--- src/cau_pkg.sv ---
// Shared types and constants for the complex arithmetic unit.
// Used by every cau_* module and by complex_arith_unit; no dependencies.
`default_nettype none

package cau_pkg;

  localparam int OP_W   = 2;
  localparam int VAL_W  = 16;
  localparam int PROD_W = 32;
  localparam int SUM_W  = 33;
  localparam int ADD_W  = 17;
  localparam int DIR_W  = 34;
  localparam int D_W    = 32;
  localparam int QB     = 17;

  localparam logic [OP_W-1:0] OP_ADD = 2'd0;
  localparam logic [OP_W-1:0] OP_SUB = 2'd1;
  localparam logic [OP_W-1:0] OP_MUL = 2'd2;
  localparam logic [OP_W-1:0] OP_DIV = 2'd3;

  localparam logic signed [VAL_W-1:0] SAT_MAX = 16'sh7fff;
  localparam logic signed [VAL_W-1:0] SAT_MIN = 16'sh8000;

  // Per-item side information that rides along the divider stages.
  typedef struct packed {
    logic                    is_div;
    logic                    dz;
    logic                    neg_re;
    logic                    neg_im;
    logic                    big_re;
    logic                    big_im;
    logic signed [DIR_W-1:0] dir_re;
    logic signed [DIR_W-1:0] dir_im;
  } side_t;

endpackage

`default_nettype wire

--- src/cau_mult.sv ---
// First stage: the six operand products and the add/subtract results.
// Depends on cau_pkg.
`default_nettype none

module cau_mult (
  input  logic                            clk_i,
  input  logic                            en_i,
  input  logic [cau_pkg::OP_W-1:0]        op_i,
  input  logic signed [cau_pkg::VAL_W-1:0] a_re_i,
  input  logic signed [cau_pkg::VAL_W-1:0] a_im_i,
  input  logic signed [cau_pkg::VAL_W-1:0] b_re_i,
  input  logic signed [cau_pkg::VAL_W-1:0] b_im_i,
  output logic [cau_pkg::OP_W-1:0]        op_o,
  output logic signed [cau_pkg::PROD_W-1:0] p_rr_o,
  output logic signed [cau_pkg::PROD_W-1:0] p_ii_o,
  output logic signed [cau_pkg::PROD_W-1:0] p_ir_o,
  output logic signed [cau_pkg::PROD_W-1:0] p_ri_o,
  output logic signed [cau_pkg::PROD_W-1:0] p_br_o,
  output logic signed [cau_pkg::PROD_W-1:0] p_bi_o,
  output logic signed [cau_pkg::ADD_W-1:0]  add_re_o,
  output logic signed [cau_pkg::ADD_W-1:0]  add_im_o
);
  import cau_pkg::*;

  logic signed [ADD_W-1:0] add_re_d, add_im_d;

  always_comb begin
    if (op_i == OP_SUB) begin
      add_re_d = ADD_W'(a_re_i) - ADD_W'(b_re_i);
      add_im_d = ADD_W'(a_im_i) - ADD_W'(b_im_i);
    end else begin
      add_re_d = ADD_W'(a_re_i) + ADD_W'(b_re_i);
      add_im_d = ADD_W'(a_im_i) + ADD_W'(b_im_i);
    end
  end

  always_ff @(posedge clk_i) begin
    if (en_i) begin
      op_o     <= op_i;
      p_rr_o   <= a_re_i * b_re_i;
      p_ii_o   <= a_im_i * b_im_i;
      p_ir_o   <= a_im_i * b_re_i;
      p_ri_o   <= a_re_i * b_im_i;
      p_br_o   <= b_re_i * b_re_i;
      p_bi_o   <= b_im_i * b_im_i;
      add_re_o <= add_re_d;
      add_im_o <= add_im_d;
    end
  end

endmodule

`default_nettype wire

--- config.mk ---
export PLATFORM = sky130hd
export DESIGN_NAME = cau_mult
export DESIGN_NICKNAME = d
export VERILOG_FILES = /design/src/cau_pkg.sv /design/src/cau_mult.sv
export SDC_FILE = /design/constraint.sdc
export NUM_CORES = 2
export LEC_CHECK = 0
export ABC_AREA = 1
export BUFFER_PORTS_ARGS = -buffer_cell sky130_fd_sc_hd__buf_4
export CORE_AREA = 2 2 367 369
export CTS_BUF_LIST = sky130_fd_sc_hd__clkbuf_8
export DETAILED_ROUTE_END_ITERATION = 16
export DIE_AREA = 0 0 369 371
export PLACE_DENSITY = 0.74
export RECOVER_POWER = 50
export SLEW_MARGIN = 20
export SYNTH_ARGS = -nofsm -noshare
export SYNTH_HDL_FRONTEND = slang
export SYNTH_SLANG_ARGS = --single-unit
--- constraint.sdc ---
create_clock -name clk_i -period 10.3 [get_ports clk_i]
set_input_delay 0.515 -clock clk_i [delete_from_list [all_inputs] [get_ports clk_i]]
set_output_delay 0.515 -clock clk_i [all_outputs]
set_load 0.03 [all_outputs]
==> out/qor.tcl <==
set qor(hold_slack_ns) 0.2312
set qor(critical_path.endpoint) {p_bi_o[17]}
set qor(syn-instance-count) 8941
set qor(final_max_slew_viol_count) 260
set qor(worst-path-buf-inv) 9
set qor(finalCritPeriodShare) 0.6935
set qor(routed_antenna_nets) 0
set qor(grt_first_pass_wirelength_mm) 317.5
set qor(chipHeight_um) 371
set qor(antenna_found_initial) 13
set qor(postSynthAreaPerCell_sq_um) 8.000
set qor(tightestPinTransition_ns) 3.924
set qor(outcome) {finished with violations}
set qor(post_synth_main_area_contributors) {sky130_fd_sc_hd__fa_1 (42%), sky130_fd_sc_hd__inv_1 (15%), sky130_fd_sc_hd__nand2_1 (12%)}
set qor(max-slew-margin-rel) -1.616
set qor(worst_path_dominant_cell_family) {buffers and inverters}
set qor(area_delta_synth_final_pct) 5.273
set qor(hold_class) {input pin to flip-flop}
set qor(vias_in_the_first_global_route) 60066
set qor(die_area_sq_um) 136900
set qor(critical_path_required_time_ns) 10.78
set qor(number_of_clock_buffers_inserted_by_tritoncts) 46
set qor(top_fanout_value_on_the_critical_path) 37
set qor(num-nets-final) 11139
set qor(drt-total-wl_mm) 193.9
set qor(vias) 55977
set qor(floorplan.core_area_sq_um) 132800
set qor(critical_path.most_common_cell) {sky130_fd_sc_hd__inv_1}
set qor(placement_rows) 134
set qor(critical_path_class) {input pin to flip-flop}
set qor(rsz0062_at_grt) {no}
set qor(top_level_ports) 296
set qor(fillers) 12156
set qor(drtIter0Drc) 4168
set qor(mappedNetlistArea_sq_um) 71520
set qor(worst-endpoint-arrival_ns) 7.62
set qor(violations) {max-capacitance violations, max-slew violations}
set qor(placedCellCount) 10729
set qor(highest_layer) {met5}
set qor(grt_overflow_total) 0
set qor(post_cts.repair.setup_buffers) 0
set qor(timing.critical_path.depth) 23
set qor(final_period_minus_worst_setup_slack_ns) 7.143
set qor(cts.sink_count) 226
set qor(critical-path-slowest-cell) {sky130_fd_sc_hd__clkbuf_1}
set qor(synth-edff-count) 226
set qor(cts_tree) {done}
set qor(final_report_hold_violation_count) 0
set qor(dr.pass1.iters) 12
set qor(max_clock_freq_mhz) 140.0
set qor(drive_above_1_share) 0.03231
set qor(tns_setup_ns) 0
set qor(synth.yosys.seq_area_share) 0.09488
set qor(grt_max_degree) 66
set qor(cp-start-kind) {input pin}
set qor(clock-root-buffer) {sky130_fd_sc_hd__clkbuf_8}
set qor(setup_viol) 0
set qor(async_reset_ff_frac) 0
set qor(routedWlPerCell_um) 17.94
set qor(place_congestion) 0.9615
set qor(worstSetupStartpoint) {b_im_i[0]}
set qor(maxCapViolCount) 5
set qor(postSynth.topFlopCell) {sky130_fd_sc_hd__edfxtp_1}
set qor(dr_wl_met3_mm) 16.90
set qor(timing.critical_path.cells) {clkbuf_1 > clkbuf_1 > nand2_1 > inv_1 > ha_1 > ha_1 > inv_1 > fa_1 > inv_1 > fa_1 > fa_1 > inv_1 > fa_1 > inv_1 > ha_1 > nand2_1 > inv_1 > a21oi_1 > nand3_1 > nand2_1 > inv_1 > o21bai_1 > nand2_1}
set qor(initial_core_util) 0.5386
set qor(synth_top_cell_area_share) 0.4240
set qor(grt_usage) 0.2952
set qor(dp_hpwl_mm) 153.4
set qor(drt_drc_violations_left) 0
set qor(vias_per_cell) 5.179
set qor(dieWidth_um) 369
set qor(met1Wirelength_mm) 79.78
set qor(buffer_levels_on_the_longest_clock_path) 3
set qor(route.met2.wl_mm) 89.48
set qor(cpPeakStageDelay_ns) 1.91
set qor(ys_types) 39
set qor(worst_setup_hold_path_clk_slew_ns) 0.06
set qor(yosys_register_bits) 226
set qor(crit_path_end_kind) {flip-flop}
set qor(placement.io_buffers) 293
set qor(instances_no_fill) 10808
set qor(ys.warnings.count) 0
set qor(clock_tree.htree_level_count) 2
set qor(synth_top_area_cell) {sky130_fd_sc_hd__fa_1}
## how the worst min path moves through the flow
stage | from | to | slack, ns | cells after the start
CTS | b_im_i[0] | p_bi_o[0] | 0.05 | 1
floorplan | op_i[0] | op_o[0] | 0.61 | 0
detailed placement | op_i[0] | op_o[0] | 0.70 | 1
global route | b_re_i[1] | p_br_o[2] | 0.24 | 2
global placement | op_i[0] | op_o[0] | 0.70 | 1
finish | b_re_i[1] | p_br_o[2] | 0.23 | 2
## sequential cells by signal, summed over array words and instances, names as in the netlist
signal / flops
op_o: 2
p_rr_o: 32
p_ir_o: 32
add_im_o: 17
add_re_o: 17
p_ri_o: 32
p_bi_o: 31
p_ii_o: 32
p_br_o: 31
## synthesized netlist by cell type, drive strengths merged, types with 4 or more instances
library cell	count
a21oi	205
ha	545
xor2	165
buf	93
clkbuf	192
a21o	13
edfxtp	226
nor2	343
xnor2	45
or2	4
nand4	76
fa	1515
o21bai	38
inv	2772
and2	14
nand3b	17
nand3	231
o21ai	87
a31o	4
nand2	2293
nor3	52
## area by class of cell
cell class | instances | area, sq um | area share
multi-input combinational | 5657 | 53200 | 0.7065
tap | 1768 | 2212 | 0.02938
clock buffer | 46 | 633.1 | 0.008408
inverter | 2774 | 10410 | 0.1383
clock inverter | 29 | 314.1 | 0.004171
antenna | 2 | 5.005 | 0.00006647
timing repair buffer | 306 | 1732 | 0.02300
sequential | 226 | 6787 | 0.09013
## layer usage
layer | track usage | vias up
met4 | 0.1023 | 16
met1 | 0.3968 | 27663
met5 | 0 | -
li1 | - | 25635
met2 | 0.4798 | 2214
met3 | 0.05691 | 449
## metrics by stage
stage               instance area (sq um)  setup slack [ns]  utilization
floorplan                           71530             4.355            -
global placement                    74900             3.334       0.5641
detailed placement                  74900             3.280       0.5641
CTS                                 75870             4.087       0.5713
global route                        75290             2.632       0.5670
finish                              75290             3.157       0.5670
## placed cells by master (no fill, tap or decap), drive strengths merged
cell,synthesis,layout
nand3,231,231
clkbuf,192,199
ha,545,545
nor3b,1,1
nand2,2293,2293
nand3b,17,17
a31oi,2,2
or2,4,4
o21a,3,3
nor3,52,52
clkinvlp,0,3
nor2,343,343
a21o,13,13
a31o,4,4
a21boi,2,2
buf,93,151
edfxtp,226,226
conb,1,2
o21bai,38,38
dlygate4sd3,0,2
a21oi,205,205
bufinv,0,7
and2,14,14
xor2,165,165
fa,1515,1515
clkinv,2,12
diode,0,2
o21ai,87,87
xnor2,45,45
nand4,76,76
inv,2772,2781
## logic make-up after synthesis
logic type,synth area share
buffers and inverters,0.1614
adder cells (fa/ha/maj),0.5194
AND/OR/NAND/NOR,0.1715
XOR/XNOR,0.02572
AO/OA/AOI/OAI,0.02708
flip-flops,0.09488
other,0.00005243
## timing repair
item,CTS,global route
endpoints found under the hold margin,2,0
hold buffers,2,0
setup endpoints to repair,0,0
resized for setup,0,0
Power is not shown: default switching activity piles up to over one toggle a cycle in this logic, so the estimate is an artifact.
