[src/cau_pkg.sv]
// Shared types and constants for the complex arithmetic unit.
// Used by every cau_* module and by complex_arith_unit; no dependencies.
`default_nettype none

package cau_pkg;

  localparam int OP_W   = 2;
  localparam int VAL_W  = 16;
  localparam int PROD_W = 32;
  localparam int SUM_W  = 33;
  localparam int ADD_W  = 17;
  localparam int DIR_W  = 34;
  localparam int D_W    = 32;
  localparam int QB     = 17;

  localparam logic [OP_W-1:0] OP_ADD = 2'd0;
  localparam logic [OP_W-1:0] OP_SUB = 2'd1;
  localparam logic [OP_W-1:0] OP_MUL = 2'd2;
  localparam logic [OP_W-1:0] OP_DIV = 2'd3;

  localparam logic signed [VAL_W-1:0] SAT_MAX = 16'sh7fff;
  localparam logic signed [VAL_W-1:0] SAT_MIN = 16'sh8000;

  // Per-item side information that rides along the divider stages.
  typedef struct packed {
    logic                    is_div;
    logic                    dz;
    logic                    neg_re;
    logic                    neg_im;
    logic                    big_re;
    logic                    big_im;
    logic signed [DIR_W-1:0] dir_re;
    logic signed [DIR_W-1:0] dir_im;
  } side_t;

endpackage

`default_nettype wire

[src/cau_comb.sv]
// Stages two and three: sums of products, product scaling, and the
// dividend magnitudes and divisor for the divider. Depends on cau_pkg.
`default_nettype none

module cau_comb #(
  parameter int FRAC_BITS = 8,
  parameter int NW        = 40
) (
  input  logic                              clk_i,
  input  logic                              en_i,
  input  logic [cau_pkg::OP_W-1:0]          op_i,
  input  logic signed [cau_pkg::PROD_W-1:0] p_rr_i,
  input  logic signed [cau_pkg::PROD_W-1:0] p_ii_i,
  input  logic signed [cau_pkg::PROD_W-1:0] p_ir_i,
  input  logic signed [cau_pkg::PROD_W-1:0] p_ri_i,
  input  logic signed [cau_pkg::PROD_W-1:0] p_br_i,
  input  logic signed [cau_pkg::PROD_W-1:0] p_bi_i,
  input  logic signed [cau_pkg::ADD_W-1:0]  add_re_i,
  input  logic signed [cau_pkg::ADD_W-1:0]  add_im_i,
  output cau_pkg::side_t                    side_o,
  output logic [NW-1:0]                     mag_re_o,
  output logic [NW-1:0]                     mag_im_o,
  output logic [cau_pkg::D_W-1:0]           d_o
);
  import cau_pkg::*;

  logic [OP_W-1:0]          op_q;
  logic signed [SUM_W-1:0]  mre_q, mim_q, nre_q, nim_q;
  logic [D_W-1:0]           d_q;
  logic signed [ADD_W-1:0]  add_re_q, add_im_q;

  // Stage two: combine products.
  always_ff @(posedge clk_i) begin
    if (en_i) begin
      op_q     <= op_i;
      mre_q    <= SUM_W'(p_rr_i) - SUM_W'(p_ii_i);
      mim_q    <= SUM_W'(p_ir_i) + SUM_W'(p_ri_i);
      nre_q    <= SUM_W'(p_rr_i) + SUM_W'(p_ii_i);
      nim_q    <= SUM_W'(p_ir_i) - SUM_W'(p_ri_i);
      d_q      <= D_W'(p_br_i) + D_W'(p_bi_i);
      add_re_q <= add_re_i;
      add_im_q <= add_im_i;
    end
  end

  side_t                  side_d;
  logic [PROD_W-1:0]      abs_re, abs_im;
  logic signed [SUM_W-1:0] neg_re_v, neg_im_v;

  always_comb begin
    neg_re_v = -nre_q;
    neg_im_v = -nim_q;
    abs_re   = nre_q[SUM_W-1] ? neg_re_v[PROD_W-1:0] : nre_q[PROD_W-1:0];
    abs_im   = nim_q[SUM_W-1] ? neg_im_v[PROD_W-1:0] : nim_q[PROD_W-1:0];

    side_d        = '0;
    side_d.is_div = (op_q == OP_DIV);
    side_d.dz     = (op_q == OP_DIV) && (d_q == '0);
    side_d.neg_re = nre_q[SUM_W-1];
    side_d.neg_im = nim_q[SUM_W-1];
    if (op_q == OP_MUL) begin
      side_d.dir_re = DIR_W'(mre_q >>> FRAC_BITS);
      side_d.dir_im = DIR_W'(mim_q >>> FRAC_BITS);
    end else begin
      side_d.dir_re = DIR_W'(add_re_q);
      side_d.dir_im = DIR_W'(add_im_q);
    end
  end

  // Stage three: scale the dividend magnitudes up by 2^FRAC_BITS.
  always_ff @(posedge clk_i) begin
    if (en_i) begin
      side_o   <= side_d;
      mag_re_o <= NW'(abs_re) << FRAC_BITS;
      mag_im_o <= NW'(abs_im) << FRAC_BITS;
      d_o      <= d_q;
    end
  end

endmodule

`default_nettype wire

[config.mk]
export PLATFORM = sky130hd
export DESIGN_NAME = cau_comb
export DESIGN_NICKNAME = d
export VERILOG_FILES = /design/src/cau_pkg.sv /design/src/cau_comb.sv
export SDC_FILE = /design/constraint.sdc
export NUM_CORES = 1
export LEC_CHECK = 0
export BUFFER_PORTS_ARGS = -buffer_cell sky130_fd_sc_hd__clkbuf_2
export CAP_MARGIN = 40
export CORE_MARGIN = 1
export CORE_UTILIZATION = 50
export DETAILED_ROUTE_END_ITERATION = 6
export PLACE_DENSITY = 0.74
export SYNTH_ARGS = -nofsm -noshare
export SYNTH_HDL_FRONTEND = slang
export SYNTH_SLANG_ARGS = --single-unit
[constraint.sdc]
create_clock -name clk_i -period 3.7 [get_ports clk_i]
set_input_delay 0.74 -clock clk_i [delete_from_list [all_inputs] [get_ports clk_i]]
set_output_delay 0.74 -clock clk_i [all_outputs]
set_load 0.05 [all_outputs]
==> impl_metrics.env <==
export IMPL_status="complete, no violations"
export IMPL_grt_start_max_net_pins=98
export IMPL_min_path_cells=1
export IMPL_worst_setup_path_end_kind="flop"
export IMPL_cts_inserted_buffers=38
export IMPL_worst_slew_pin_slew_ns=0.625
export IMPL_critPathLaunchType="primary input"
export IMPL_drcViolationCount=0
export IMPL_gp_routability_congestion=0.932
export IMPL_synth_top_flop_cell="sky130_fd_sc_hd__edfxtp_1"
export IMPL_dieArea_sq_mm=0.0408
export IMPL_postRouteAntennaNets=0
export IMPL_critPathKind="primary input to flop"
export IMPL_clock_latency_reported_for_the_late_side_of_the_worst_skew_pair_ns=0.54
export IMPL_grt_ovfl_total=0
export IMPL_drt_total_wl_um=49000
export IMPL_critical_path_reg2reg_startpoint="nim_q[4]"
export IMPL_total_via_count_after_detailed_routing=14900
export IMPL_post_cts_resized_instances=0
export IMPL_synth_most_common_cell="sky130_fd_sc_hd__edfxtp_1"
export IMPL_kind_of_path_behind_the_tightest_hold_check="primary input to flop"
export IMPL_cell_type_group_with_the_largest_total_delay_on_the_critical_path="compound AO/OA/AOI/OAI gates"
export IMPL_fmaxAchievable_mhz=302
export IMPL_tritoncts="done"
export IMPL_worst_r2r_cell_count=6
export IMPL_io_buffer_count=397
export IMPL_min_delay_worst_endpoint="add_im_q[1]"
export IMPL_drt_first_pass_iters=5
export IMPL_cp_max_fo=3
export IMPL_rsz0062_at_grt="false"
export IMPL_grt_antenna_before_repair=2
export IMPL_first_pass_grt_wire_length_um=75900
export IMPL_clockBufferDepth=3
export IMPL_synth_seq_area_share_pct=50.1
export IMPL_slew_viol_final=0
export IMPL_timing_critical_path_cells="clkbuf_2, inv_1, ha_1, fa_1, nand2b_1, a21oi_1, o22ai_1, o31ai_1, nand4_1, a31o_2, a211oi_1, nor4b_1, a211oi_1"
export IMPL_slew_limit_headroom_pct=58.2
export IMPL_worst_path_largest_cell_delay_ns=0.38
export IMPL_cp_common_cell="sky130_fd_sc_hd__a211oi_1"
export IMPL_detail_route_wl_per_cell_um=17.9
export IMPL_final_hold_violation_count=0
export IMPL_synth_largest_type_area_fraction_pct=50.1
export IMPL_via_count_of_the_first_global_routing_pass=14700
export IMPL_power_density_cell_area_mw_per_mm2=507
export IMPL_global_route_usage_total_pct=23.7
export IMPL_hold_slack_ns=0.369
export IMPL_synth_top_cells_by_count="sky130_fd_sc_hd__edfxtp_1 (334), sky130_fd_sc_hd__xnor2_1 (162), sky130_fd_sc_hd__ha_1 (161)"
export IMPL_power_total_mw=12.1
export IMPL_crit_path_top_delay_cell="sky130_fd_sc_hd__fa_1"
export IMPL_fin_crit_sh_pct=89.5
export IMPL_floorplan_initialDensity_pct=51.2
export IMPL_total_leakage_power_nw=10.2
export IMPL_synth_enable_flop_cells=334
export IMPL_worst_r2r_endpoint="mag_im_o[33]"
export IMPL_synth_async_sr_flop_share_pct=0
export IMPL_die_y_um=202
export IMPL_crit_path_start="p_ir_i[0]"
export IMPL_fraction_of_layout_cells_with_a_size_suffix_above_1_pct=25.1
export IMPL_top_level_ports=416
export IMPL_final_util_pct=61.1
export IMPL_period_minus_slack_ns=3.31
export IMPL_fin_setup_tns_ns=0
export IMPL_synth_cells=1777
export IMPL_yosys_warnings=0
export IMPL_clk_pin_slew_worst_paths_ns=0.06
export IMPL_drt_iter0_markers=871
export IMPL_area_growth_syn_to_layout_pct=19.5
export IMPL_detailed_place_hpwl_um=38200
export IMPL_syn_cell_area_sq_mm=0.0200
export IMPL_cts_root_buf="sky130_fd_sc_hd__clkbuf_16"
export IMPL_htree_levels=2
export IMPL_dieWidth_um=202
export IMPL_worst_r2r_setup_slack_ns=0.58
export IMPL_clock_sinks=334
export IMPL_timing_hold_worst_start="add_im_i[1]"
export IMPL_rows=72
export IMPL_synth_top_area_cell="sky130_fd_sc_hd__edfxtp_1"
export IMPL_critical_path_arrival_ns=3.66
export IMPL_coreArea_sq_mm=0.0391
export IMPL_post_cts_setup_buffer_count=0
export IMPL_synth_seq_cells=334
export IMPL_vdd_ir_drop_max_mv=0.253
export IMPL_drt_vias_per_instance=5.48
export IMPL_postSynthAreaPerCell_sq_um=11.3
export IMPL_design_final_nets=2576
export IMPL_worst_path_buf_inv=2
export IMPL_post_synth_num_cell_types=77
export IMPL_fin_skew_ns=0.0113
export IMPL_worst_endpoint_required_ns=4.05
export IMPL_netlist_top_cells_area="sky130_fd_sc_hd__edfxtp_1 (50%), sky130_fd_sc_hd__ha_1 (10%), sky130_fd_sc_hd__xnor2_1 (7.1%), sky130_fd_sc_hd__a21oi_1 (3.7%), sky130_fd_sc_hd__inv_1 (2.5%)"
export IMPL_number_of_failing_setup_endpoints_in_the_final_timing_report=0
export IMPL_hold_buffers=0
export IMPL_max_cap_violations=0
[state kept, by name, summed over array words and instances, names as in the netlist]
signal,cells
nim_q,33
side_o,54
d_q,32
nre_q,33
mag_re_o,32
op_q,2
mim_q,25
add_im_q,17
mag_im_o,32
mre_q,25
d_o,32
add_re_q,17
[power breakdown]
group          total [mW]  internal [mW]  switching [mW]
sequential           5.17           4.90           0.268
combinational        3.21           1.09            2.11
clock                3.74           2.28            1.46
[placed cells by master, fill, tap and decap left out, types with 32 or more instances in the layout]
cell type	count
sky130_fd_sc_hd__xnor2_1	162
sky130_fd_sc_hd__clkbuf_16	39
sky130_fd_sc_hd__inv_1	133
sky130_fd_sc_hd__o21ai_0	72
sky130_fd_sc_hd__buf_4	45
sky130_fd_sc_hd__ha_1	161
sky130_fd_sc_hd__nand2_1	65
sky130_fd_sc_hd__mux2_2	32
sky130_fd_sc_hd__nor3_1	38
sky130_fd_sc_hd__edfxtp_1	334
sky130_fd_sc_hd__clkbuf_2	396
sky130_fd_sc_hd__nor2_1	95
sky130_fd_sc_hd__a21oi_1	148
sky130_fd_sc_hd__a21o_1	53
[layout make-up]
class,count,area [sq um]
Antenna cell,1,2.50
Clock buffer,49,1010
Clock inverter,18,214
Fill cell,3183,15200
Inverter,134,503
Multi-Input combinational cell,1227,9030
Sequential cell,334,10000
Tap cell,518,648
Timing Repair Buffer,447,2450
[routing by layer]
layer / global-route usage (%) / routed length, um / vias to the layer above
met5: 0 / 11 / -
met4: 8.63 / 1610 / 2
met3: 6.56 / 3720 / 93
met2: 40.6 / 23900 / 502
met1: 28.2 / 19700 / 7043
li1: - / - / 7300
[through the flow]
| stage | instance area, sq um | instances | setup WS (ns) |
|---|---|---|---|
| after floorplan | 20100 | 1794 | 0.302 |
| after global placement | 22600 | 2658 | 0.00166 |
| after detailed placement | 22700 | 2660 | -0.177 |
| after CTS | 23900 | 2727 | 0.406 |
| after global routing | 23900 | 2728 | 0.211 |
| final | 23900 | 2728 | 0.390 |
[cells by family (layout without fill, tap and decap cells)]
logic type | Yosys count | after routing | share of synthesized area (%)
other | 1 | 19 | 0.0187
AOI/OAI and AO/OA | 458 | 458 | 15.0
DFF | 334 | 334 | 50.1
muxes | 33 | 33 | 1.85
xor gates and xnor gates | 185 | 185 | 8.10
buffers and inverters | 233 | 648 | 5.05
and+or+nand+nor | 369 | 369 | 9.46
adders and majority gates | 164 | 164 | 10.4
[worst max path at each step]
stage	endpoint	slack, ns	cells past startpoint
finish	nim_q[30]	0.39	13
global route	nim_q[30]	0.21	13
CTS	nim_q[30]	0.41	13
detailed placement	nim_q[30]	-0.18	13
global placement	d_q[30]	0.002	13
floorplan	nim_q[32]	0.30	12
Power figures use the tool's default switching activity.
