==> src/cau_pkg.sv <==
// Shared types and constants for the complex arithmetic unit.
// Used by every cau_* module and by complex_arith_unit; no dependencies.
`default_nettype none

package cau_pkg;

  localparam int OP_W   = 2;
  localparam int VAL_W  = 16;
  localparam int PROD_W = 32;
  localparam int SUM_W  = 33;
  localparam int ADD_W  = 17;
  localparam int DIR_W  = 34;
  localparam int D_W    = 32;
  localparam int QB     = 17;

  localparam logic [OP_W-1:0] OP_ADD = 2'd0;
  localparam logic [OP_W-1:0] OP_SUB = 2'd1;
  localparam logic [OP_W-1:0] OP_MUL = 2'd2;
  localparam logic [OP_W-1:0] OP_DIV = 2'd3;

  localparam logic signed [VAL_W-1:0] SAT_MAX = 16'sh7fff;
  localparam logic signed [VAL_W-1:0] SAT_MIN = 16'sh8000;

  // Per-item side information that rides along the divider stages.
  typedef struct packed {
    logic                    is_div;
    logic                    dz;
    logic                    neg_re;
    logic                    neg_im;
    logic                    big_re;
    logic                    big_im;
    logic signed [DIR_W-1:0] dir_re;
    logic signed [DIR_W-1:0] dir_im;
  } side_t;

endpackage

`default_nettype wire

==> src/cau_sat.sv <==
// Final stage: pick the direct or quotient result, apply sign, saturate
// to 16 bits and raise the flags. Depends on cau_pkg.
`default_nettype none

module cau_sat (
  input  logic                             clk_i,
  input  logic                             en_i,
  input  cau_pkg::side_t                   side_i,
  input  logic [cau_pkg::QB-1:0]           q_re_i,
  input  logic [cau_pkg::QB-1:0]           q_im_i,
  output logic signed [cau_pkg::VAL_W-1:0] res_re_o,
  output logic signed [cau_pkg::VAL_W-1:0] res_im_o,
  output logic                             overflow_o,
  output logic                             div_zero_o
);
  import cau_pkg::*;

  logic signed [DIR_W-1:0] v_re, v_im, qv_re, qv_im;
  logic signed [VAL_W-1:0] s_re, s_im;
  logic                    o_re, o_im;

  always_comb begin
    // A quotient flagged as too big stands in as 2^QB with its sign.
    qv_re = side_i.big_re ? (DIR_W'(1) << QB) : DIR_W'(q_re_i);
    qv_im = side_i.big_im ? (DIR_W'(1) << QB) : DIR_W'(q_im_i);
    if (side_i.neg_re) qv_re = -qv_re;
    if (side_i.neg_im) qv_im = -qv_im;

    if (side_i.is_div) begin
      v_re = side_i.dz ? '0 : qv_re;
      v_im = side_i.dz ? '0 : qv_im;
    end else begin
      v_re = side_i.dir_re;
      v_im = side_i.dir_im;
    end

    o_re = 1'b1;
    o_im = 1'b1;
    if (v_re > DIR_W'(SAT_MAX))      s_re = SAT_MAX;
    else if (v_re < DIR_W'(SAT_MIN)) s_re = SAT_MIN;
    else begin
      s_re = v_re[VAL_W-1:0];
      o_re = 1'b0;
    end
    if (v_im > DIR_W'(SAT_MAX))      s_im = SAT_MAX;
    else if (v_im < DIR_W'(SAT_MIN)) s_im = SAT_MIN;
    else begin
      s_im = v_im[VAL_W-1:0];
      o_im = 1'b0;
    end
  end

  always_ff @(posedge clk_i) begin
    if (en_i) begin
      res_re_o   <= s_re;
      res_im_o   <= s_im;
      overflow_o <= o_re | o_im;
      div_zero_o <= side_i.dz;
    end
  end

endmodule

`default_nettype wire

==> config.mk <==
export PLATFORM = sky130hd
export DESIGN_NAME = cau_sat
export DESIGN_NICKNAME = d
export VERILOG_FILES = /design/src/cau_pkg.sv /design/src/cau_sat.sv
export SDC_FILE = /design/constraint.sdc
export NUM_CORES = 1
export LEC_CHECK = 0
export CORE_MARGIN = 3
export CORE_UTILIZATION = 35
export DETAILED_ROUTE_END_ITERATION = 6
export DONT_BUFFER_PORTS = 1
export PLACE_DENSITY = 0.58
export SYNTH_ARGS = -nofsm -noshare
export SYNTH_HDL_FRONTEND = slang
export SYNTH_SLANG_ARGS = --single-unit
==> constraint.sdc <==
create_clock -name clk_i -period 5.4 [get_ports clk_i]
set_clock_uncertainty 0.05 [all_clocks]
set_input_delay 0.27 -clock clk_i [delete_from_list [all_inputs] [get_ports clk_i]]
set_output_delay 0.27 -clock clk_i [all_outputs]
set_load 0.05 [all_outputs]
==> run_results.csv, run 1 <==
group,metric,value,unit
outcome,status,"complete, no violations",
yosys,synth_edf_count,34,
sta,rsz0062_at_grt,"no",
grt,grt_pass1_wl,13900,um
grt,grt_pass1_vias,2630,
route,via_count,2721,
clock_tree,cts.repair.resized,0,
flow_run,maxCapViolCount,0,
sta,setup_slack,3.07,ns
power_and_ir_drop,swShare,0.365,
grt,antenna_found_initial,0,
sta,finalSetupTns,0,ns
clock_tree,hold_buffers,0,
clock_tree,path_clk_slew,0.06,ns
yosys,synth_cells,337,
clock_tree,htreeDepth,2,
clock_tree,cts_tree,"built",
sta,finalCritPeriodShare,0.431,
cells_and_area,final-seq-area,1020,um2
clock_tree,cts_sinks,34,
clock_tree,cts_setup_buffers,0,
sta,timing.fmax,430,MHz
worst_hold_path,hold_start,"side_i[72]",
yosys,synth.avg_cell_area,9.10,um2
placement,gp_congestion,0.897,
grt,grt_usage,0.173,
floorplan,coreArea,8380,um2
cells_and_area,final_cell_mix,"edfxtp_1 (34), nand2_1 (28), o21ai_0 (20), a21oi_1 (20), a22oi_1 (20)",
yosys,ys_seq_area_frac,0.333,
power_and_ir_drop,powerDensity,237,nW/um2
setup_path,cp-start-kind,"primary input",
yosys,ys_seq_elements,34,
clock_tree,cts-buffers-inserted,5,
yosys,synth_top_area_share,0.333,
floorplan,die_area,9920,um2
sta,worstMarginPinSlew,0.920,ns
cells_and_area,diodes,0,
yosys,syn_area,3070,um2
power_and_ir_drop,p_total,0.757,mW
cells_and_area,nets,440,
power_and_ir_drop,p_sw,0.276,mW
cells_and_area,fill_cells,856,
setup_path,criticalPathCategory,"primary input to flop",
yosys,synth_area_leaders,"edfxtp_1 (33%), a22oi_1 (4.9%), xnor2_1 (4.3%)",
power_and_ir_drop,power.leakage,0.906,nW
yosys,yosysWarningCount,0,
sta,fin_crit,2.33,ns
floorplan,ioPinCount,144,
sta,drv_slew,0,
worst_hold_path,whs_endpoint,"div_zero_o",
floorplan,floorplan.initialDensity,0.366,
sta,finalSetupViolations,0,
setup_path,cp.arrival,2.27,ns
clock_tree,cts-root-buf,"clkbuf_8",
sta,hold_ws,0.0403,ns
power_and_ir_drop,p_clk_frac,0.226,
route,ant_nets,0,
floorplan,die_w,99.6,um
floorplan,rows,33,
cells_and_area,syn2layout_area_growth,4.20,%
placement,io_buffers,0,
route,routedWlPerCell,20.3,um
cells_and_area,final_cells,434,
yosys,async_flop_share,0,
clock_tree,clock_path_buffers,2,
route,drtIter0Drc,133,
setup_path,critPathCaptureType,"flop",
cells_and_area,drive_above_1_share,0.146,
grt,grt_max_degree,37,
route,routed_wl,8830,um
yosys,synth_fp_nets,449,
yosys,synth_ff_type,"edfxtp_1",
sta,slew_headroom,0.383,
route,drt_pass1_iterations,4,
placement,place_hpwl,7170,um
placement,dpl.cell_count,426,
worst_hold_path,hold_depth,0,
floorplan,die_h,99.6,um
power_and_ir_drop,seqPwrFrac,0.582,
worst_hold_path,hp-class,"primary input to flop",
yosys,synth_top_cell_by_area,"edfxtp_1",
power_and_ir_drop,peakVddDrop,0.0862,mV
yosys,yosysUniqueCellTypes,66,
route,viasPerCell,6.27,
setup_path,crit_required,5.35,ns
sta,finalHoldViolCount,0,
setup_path,crit_fanout,16,
power_and_ir_drop,p_int,0.481,mW
placement,preCtsSetupSlack,2.81,ns
route,drc_errors,0,
power_and_ir_drop,comb_power_share,0.193,
cells_and_area,multiInputGateArea,1920,um2
cells_and_area,final_common_cell,"edfxtp_1",
grt,gr-total-overflow,0,
## power groups by stage
| stage | logic, mW | registers [mW] | clock network (mW) |
|---|---|---|---|
| floorplan | 0.132 | 0.441 | 0 |
| global placement | 0.143 | 0.448 | 0 |
| detailed placement | 0.146 | 0.447 | 0 |
| CTS | 0.146 | 0.442 | 0.174 |
| global route | 0.163 | 0.444 | 0.186 |
| finish | 0.146 | 0.440 | 0.171 |
## area by class of cell
type                    count  share of cell area
repair buffers              2             0.00470
inverters                   8             0.00940
multi-input cells         277               0.600
clock buffers               6              0.0227
clock inverters             2             0.00274
flip-flops and latches     34               0.319
well taps                 105              0.0411
## critical path, stage by stage
cell and delay (ns):
inv_1 0.08, nand2_1 0.10, ha_1 0.23, o21ai_0 0.29, o21ai_0 0.25, a21oi_1 0.09, or3_4 0.35, o21ai_4 0.45
a31oi_1 0.15
## synthesized netlist by cell type, types with 2 or more instances
library cell,n
a32oi_1,3
nand2b_1,3
nand4_1,13
o31ai_1,8
or2_2,2
mux2_2,2
nand3b_1,3
buf_6,4
o41ai_1,2
nand4b_1,3
nor4_2,2
nor4_1,15
a22oi_1,20
ha_1,2
or4_1,2
o21ai_0,20
nand3_1,11
clkbuf_1,13
nor2_1,16
xor2_1,4
o21ai_1,3
xnor2_1,15
o221ai_1,2
a21oi_2,13
o21ai_2,7
inv_1,7
nand2_1,28
edfxtp_1,34
a221oi_1,3
a211oi_1,2
nor3_1,6
nor2b_1,13
or3_1,3
a21oi_1,20
nor4_4,2
## sequential cells by signal, summed over array words and instances (netlist names)
signal      count
res_im_o       16
res_re_o       16
div_zero_o      1
overflow_o      1
## layer usage
metal | track usage | share of wire | vias up
li1 | - | - | 1308
met1 | 0.233 | 0.44 | 1269
met2 | 0.273 | 0.46 | 131
met3 | 0.0414 | 0.082 | 13
met4 | 0.0546 | 0.021 | 0
met5 | 0 | 0 | -
## metrics by stage
stage | utilization | instance area [um2]
floorplan | - | 3070
global placement | 0.372 | 3110
detailed placement | 0.372 | 3110
CTS | 0.381 | 3200
global route | 0.381 | 3200
finish | 0.381 | 3200
## kinds of logic after synthesis
| group | Yosys count | share of synthesized area |
|---|---|---|
| mux | 4 | 0.0143 |
| xor+xnor | 19 | 0.0543 |
| fa+ha+maj | 2 | 0.00816 |
| simple gates | 133 | 0.264 |
| flops | 34 | 0.333 |
| compound gates | 119 | 0.285 |
| buf+inv | 26 | 0.0420 |
## worst max path at each step
stage,slack (ns),endpoint,cells past startpoint,from
2_1_floorplan,2.88,overflow_o,11,side_i[69]
3_3_place_gp,2.82,res_im_o[0],6,side_i[73]
3_5_place_dp,2.81,res_im_o[0],6,side_i[73]
4_1_cts,3.07,res_im_o[0],6,side_i[73]
5_1_grt,2.77,res_im_o[0],6,side_i[73]
6_report,3.07,res_re_o[4],9,side_i[69]
Note: power is estimated with default switching activity, not from simulation.
==> run 2: changes to the inputs <==
--- a/config.mk
+++ b/config.mk
@@ -9,7 +9,7 @@
 export CORE_UTILIZATION = 35
 export DETAILED_ROUTE_END_ITERATION = 6
 export DONT_BUFFER_PORTS = 1
-export PLACE_DENSITY = 0.58
+export PLACE_DENSITY = 0.6
 export SYNTH_ARGS = -nofsm -noshare
 export SYNTH_HDL_FRONTEND = slang
 export SYNTH_SLANG_ARGS = --single-unit
==> constraint.sdc (replaced) <==
create_clock -name clk_i -period 2.1 [get_ports clk_i]
set_clock_uncertainty 0.05 [all_clocks]
set_input_delay 0.105 -clock clk_i [delete_from_list [all_inputs] [get_ports clk_i]]
set_output_delay 0.105 -clock clk_i [all_outputs]
set_load 0.05 [all_outputs]
==> run 2 against run 1 <==
  * Design area is 7.6% higher
  * Die area stayed put
  * Power grew to 2.6 times the previous value
  * Hold slack better by 0.0042 ns
  * Combinational power grew to 3.1 times the previous value
  * Clock-buffer cell count is 1 lower
  * Critical path depth is 2 lower
  * Via count is 3.0% higher
  * Setup slack worse by 2.9 ns
  * Highest routed layer unchanged
==> run_results.csv, run 2 (synthesis results as in run 1) <==
group,metric,value,unit
outcome,status,"complete, no violations",
placement,place_hpwl,7460,um
grt,antenna_found_initial,0,
cells_and_area,final_cell_mix,"edfxtp_1 (34), nand2_1 (28), buf_4 (26)",
route,viasPerCell,6.09,
route,routed_wl,9180,um
sta,rsz0062_at_grt,"no",
cells_and_area,final_common_cell,"edfxtp_1",
sta,finalSetupViolations,0,
grt,grt_pass1_wl,14900,um
sta,worstMarginPinSlew,0.487,ns
floorplan,die_h,99.6,um
sta,hold_ws,0.0444,ns
sta,fin_crit,1.92,ns
floorplan,rows,33,
setup_path,cp-start-kind,"primary input",
cells_and_area,reg_top3,"res_im_o (16), res_re_o (16)",
clock_tree,cts_tree,"built",
route,drt_pass1_iterations,4,
power_and_ir_drop,power.leakage,1.05,nW
setup_path,crit_required,2.07,ns
sta,slew_headroom,0.676,
grt,grt_pass1_vias,2869,
cells_and_area,nets,468,
cells_and_area,syn2layout_area_growth,12.1,%
power_and_ir_drop,p_total,2.00,mW
worst_hold_path,hold_start,"side_i[42]",
sta,timing.fmax,520,MHz
setup_path,criticalPathCategory,"primary input to flop",
power_and_ir_drop,powerDensity,581,nW/um2
placement,io_buffers,0,
route,drc_errors,0,
placement,dpl.cell_count,452,
grt,gr-total-overflow,0,
sta,finalCritPeriodShare,0.915,
setup_path,critPathCaptureType,"flop",
setup_path,cp.arrival,1.89,ns
worst_hold_path,hold_depth,2,
clock_tree,cts-buffers-inserted,5,
route,ant_nets,0,
setup_path,startpoint,"q_im_i[14]",
flow_run,maxCapViolCount,0,
route,via_count,2803,
worst_hold_path,hp-class,"primary input to flop",
clock_tree,cts_setup_buffers,0,
cells_and_area,final_cells,460,
clock_tree,clock_path_buffers,2,
route,routedWlPerCell,19.9,um
sta,drv_slew,0,
clock_tree,htreeDepth,2,
floorplan,floorplan.initialDensity,0.366,
floorplan,die_area,9920,um2
cells_and_area,diodes,0,
cells_and_area,drive_above_1_share,0.211,
route,drtIter0Drc,208,
clock_tree,path_clk_slew,0.06,ns
floorplan,ioPinCount,144,
floorplan,coreArea,8380,um2
placement,gp_congestion,0.866,
cells_and_area,utilization,0.410,
setup_path,crit_fanout,15,
floorplan,die_w,99.6,um
clock_tree,cts-root-buf,"clkbuf_8",
power_and_ir_drop,peakVddDrop,0.243,mV
grt,grt_usage,0.185,
sta,finalHoldViolCount,0,
grt,grt_max_degree,35,
clock_tree,cts_sinks,34,
==> run 2: layout make-up <==
cell class | instances | area (um2)
clock buffers | 5 | 68.8
clock inverters | 1 | 3.75
fillers | 841 | 4940
inverters | 8 | 30.0
multi-input cells | 277 | 1920
flip-flops and latches | 34 | 1020
well taps | 105 | 131
repair buffers | 30 | 265
==> run 2: path summary, 6_finish.rpt <==
path | to | slack [ns]
setup / recovery | res_im_o[2] | 0.18
hold / removal | res_re_o[8] | 0.04
==> run 2: report_power, final <==
group	switching (mW)	internal (mW)
clock network	0.203	0.216
registers	0.284	0.848
logic	0.236	0.211
==> run 2: worst max-delay path, cell delays in order <==
cell and delay [ns]:
or4_1 0.59, and3_1 0.20, a221oi_1 0.20, o211ai_1 0.16, nor3_2 0.23, nand2b_4 0.29, a21oi_1 0.10
==> run 2: repair_timing <==
action / in CTS / in global routing
gates resized for setup: 0 / 0
hold endpoints to repair: 35 / 0
hold buffers: 2 / 0
==> run 2: per-layer routing <==
layer,up-vias,track usage,routed length [um]
met2,131,0.279,4140
met3,16,0.0463,789
li1,1366,-,-
met5,-,0,0
met1,1290,0.256,4030
met4,0,0.0672,221
==> run 2: per-stage QoR <==
| stage | area (um2) | TNS (ns) | setup slack, ns |
|---|---|---|---|
| global placement | 3330 | -0.500 | -0.0490 |
| CTS | 3440 | 0 | 0.175 |
| floorplan | 3070 | 0 | 0.000703 |
| finish | 3440 | 0 | 0.178 |
| detailed placement | 3330 | -1.56 | -0.121 |
| global route | 3440 | 0 | 0.0463 |
==> run 3: changes to the inputs <==
--- a/config.mk
+++ b/config.mk
@@ -9,7 +9,7 @@
 export CORE_UTILIZATION = 35
 export DETAILED_ROUTE_END_ITERATION = 6
 export DONT_BUFFER_PORTS = 1
-export PLACE_DENSITY = 0.6
+export PLACE_DENSITY = 0.58
 export SYNTH_ARGS = -nofsm -noshare
 export SYNTH_HDL_FRONTEND = slang
 export SYNTH_SLANG_ARGS = --single-unit
==> constraint.sdc (replaced) <==
create_clock -name clk_i -period 2.2 [get_ports clk_i]
set_clock_uncertainty 0.05 [all_clocks]
set_input_delay 0.11 -clock clk_i [delete_from_list [all_inputs] [get_ports clk_i]]
set_output_delay 0.11 -clock clk_i [all_outputs]
set_load 0.05 [all_outputs]
==> run 3 against run 2 <==
  * Combinational power shrank 7.8%
  * Critical endpoint is now res_im_o[6]
  * Via count shrank 0.68%
  * Sequential cell count is the same
  * Wire length grew 1.3%
  * Final cell count shrank 0.87%
  * Non-clock buffer count shrank 6
  * Clock-buffer cell count grew 1
  * Hold slack gained 0.0076 ns
  * Design area shrank 1.4%
  * Die area is the same
  * Core utilization shrank 0.58 points
  * Largest cell class unchanged
  * Power shrank 4.1%
==> run_results.csv, run 3 (synthesis results as in run 1) <==
group,metric,value,unit
floorplan,die_w,99.6,um
setup_path,crit_buf_inv,0,
sta,fin_crit,1.93,ns
setup_path,critPathCaptureType,"flop",
sta,setup_slack,0.272,ns
setup_path,path_depth,7,
setup_path,startpoint,"q_im_i[14]",
route,drt_pass1_iterations,5,
sta,rsz0062_at_grt,"no",
floorplan,rows,33,
setup_path,crit_path_max_incr_delay,0.57,ns
placement,preCtsSetupSlack,-0.0119,ns
grt,grt_pass1_vias,2837,
route,drtIter0Drc,151,
power_and_ir_drop,p_total,1.92,mW
floorplan,coreArea,8380,um2
floorplan,die_area,9920,um2
power_and_ir_drop,comb_power_share,0.215,
clock_tree,cts-buffers-inserted,5,
floorplan,ioPinCount,144,
grt,grt_max_degree,35,
cells_and_area,final_cells,456,
clock_tree,clock_path_buffers,2,
worst_hold_path,hp-class,"primary input to flop",
setup_path,cp_slowest_cell,"or4_1",
clock_tree,cts_sinks,34,
clock_tree,cts-root-buf,"clkbuf_8",
grt,antenna_found_initial,0,
cells_and_area,drive_above_1_share,0.197,
cells_and_area,syn2layout_area_growth,10.5,%
cells_and_area,utilization,0.404,
route,routed_wl,9300,um
sta,finalCritPeriodShare,0.876,
setup_path,criticalPathCategory,"primary input to flop",
placement,io_buffers,0,
setup_path,crit_family,"simple AND/OR/NAND/NOR gates",
power_and_ir_drop,p_sw,0.704,mW
setup_path,crit_fanout,15,
route,routedWlPerCell,20.4,um
power_and_ir_drop,swShare,0.367,
sta,finalHoldViolCount,0,
sta,drv_slew,0,
route,ant_nets,0,
floorplan,floorplan.initialDensity,0.366,
route,drc_errors,0,
sta,worstMarginPinSlew,0.604,ns
sta,slew_headroom,0.593,
power_and_ir_drop,peakVddDrop,0.250,mV
outcome,status,"complete, no violations",
cells_and_area,final_common_cell,"edfxtp_1",
power_and_ir_drop,power.leakage,1.02,nW
power_and_ir_drop,p_int,1.21,mW
placement,dpl.cell_count,446,
clock_tree,htreeDepth,2,
power_and_ir_drop,powerDensity,565,nW/um2
setup_path,cp_cell_sequence,"or4_1, and3_1, a221oi_1, o211ai_1, nor3_2, nand2b_4, a21oi_1",
setup_path,setup.worst_path.end,"res_im_o[6]",
sta,finalSetupTns,0,ns
placement,gp_congestion,0.893,
route,viasPerCell,6.11,
flow_run,maxCapViolCount,0,
setup_path,crit_required,2.16,ns
setup_path,cp.arrival,1.89,ns
clock_tree,path_clk_slew,0.06,ns
cells_and_area,nets,462,
power_and_ir_drop,p_clk_frac,0.222,
cells_and_area,diodes,0,
sta,timing.fmax,519,MHz
cells_and_area,reg_top3,"res_im_o (16), res_re_o (16)",
grt,gr-total-overflow,0,
cells_and_area,final_cell_mix,"edfxtp_1 (34), nand2_1 (28), buf_4 (21)",
floorplan,die_h,99.6,um
grt,grt_pass1_wl,14800,um
power_and_ir_drop,seqPwrFrac,0.564,
clock_tree,cts_tree,"built",
placement,place_hpwl,7560,um
route,via_count,2784,
grt,grt_usage,0.186,
setup_path,cp-start-kind,"primary input",
sta,finalSetupViolations,0,
-- run 3: cell types whose count changed in the layout (fill, tap and decap cells not counted), sizes merged --
cell    previous run  this run
clkinv             2         3
clkbuf             5         6
buf               29        23
-- run 3: worst min path at each step --
stage                          start           end  slack, ns  cells after the start
final                     side_i[11]  res_im_o[11]       0.05                      2
after global placement    side_i[72]    div_zero_o       0.16                      0
after CTS                 side_i[11]  res_im_o[11]       0.05                      2
after global routing      side_i[42]   res_re_o[8]       0.07                      2
after floorplan           side_i[72]    div_zero_o       0.16                      0
after detailed placement  side_i[72]    div_zero_o       0.16                      0
-- run 3: area by class of cell --
cell class	instances	area, um2
Clock buffer	6	72.6
Clock inverter	2	8.76
Fill cell	856	4990
Inverter	8	30.0
Multi-Input combinational cell	277	1920
Sequential cell	34	1020
Tap cell	105	131
Timing Repair Buffer	24	208
-- run 3: what timing repair did --
action	in CTS	in global routing
buffers inserted	0	0
resized for setup	0	0
hold buffers	2	0
endpoints found under the hold margin	35	0
-- run 3: power by group through the flow --
| stage | registers [mW] | logic (mW) | clock network (mW) |
|---|---|---|---|
| 3_5_place_dp | 1.10 | 0.395 | 0 |
| 4_1_cts | 1.08 | 0.413 | 0.436 |
| 2_1_floorplan | 1.08 | 0.325 | 0 |
| 5_1_grt | 1.09 | 0.459 | 0.469 |
| 6_report | 1.08 | 0.412 | 0.425 |
| 3_3_place_gp | 1.10 | 0.388 | 0 |
-- run 3: per-stage QoR --
stage          hold WS (ns)  area, um2
5_1_grt              0.0724       3390
4_1_cts              0.0457       3390
3_3_place_gp          0.161       3280
3_5_place_dp          0.161       3280
6_report             0.0520       3390
2_1_floorplan         0.159       3070
-- run 3: per-layer routing --
metal  share of wire  GRT usage  wire length [um]  vias to the layer above
met5               0          0                 0                        -
met2            0.44      0.278              4080                      125
met4           0.017     0.0567               156                        0
met3           0.076     0.0414               709                       10
li1                -          -                 -                     1353
met1            0.47      0.267              4350                     1296
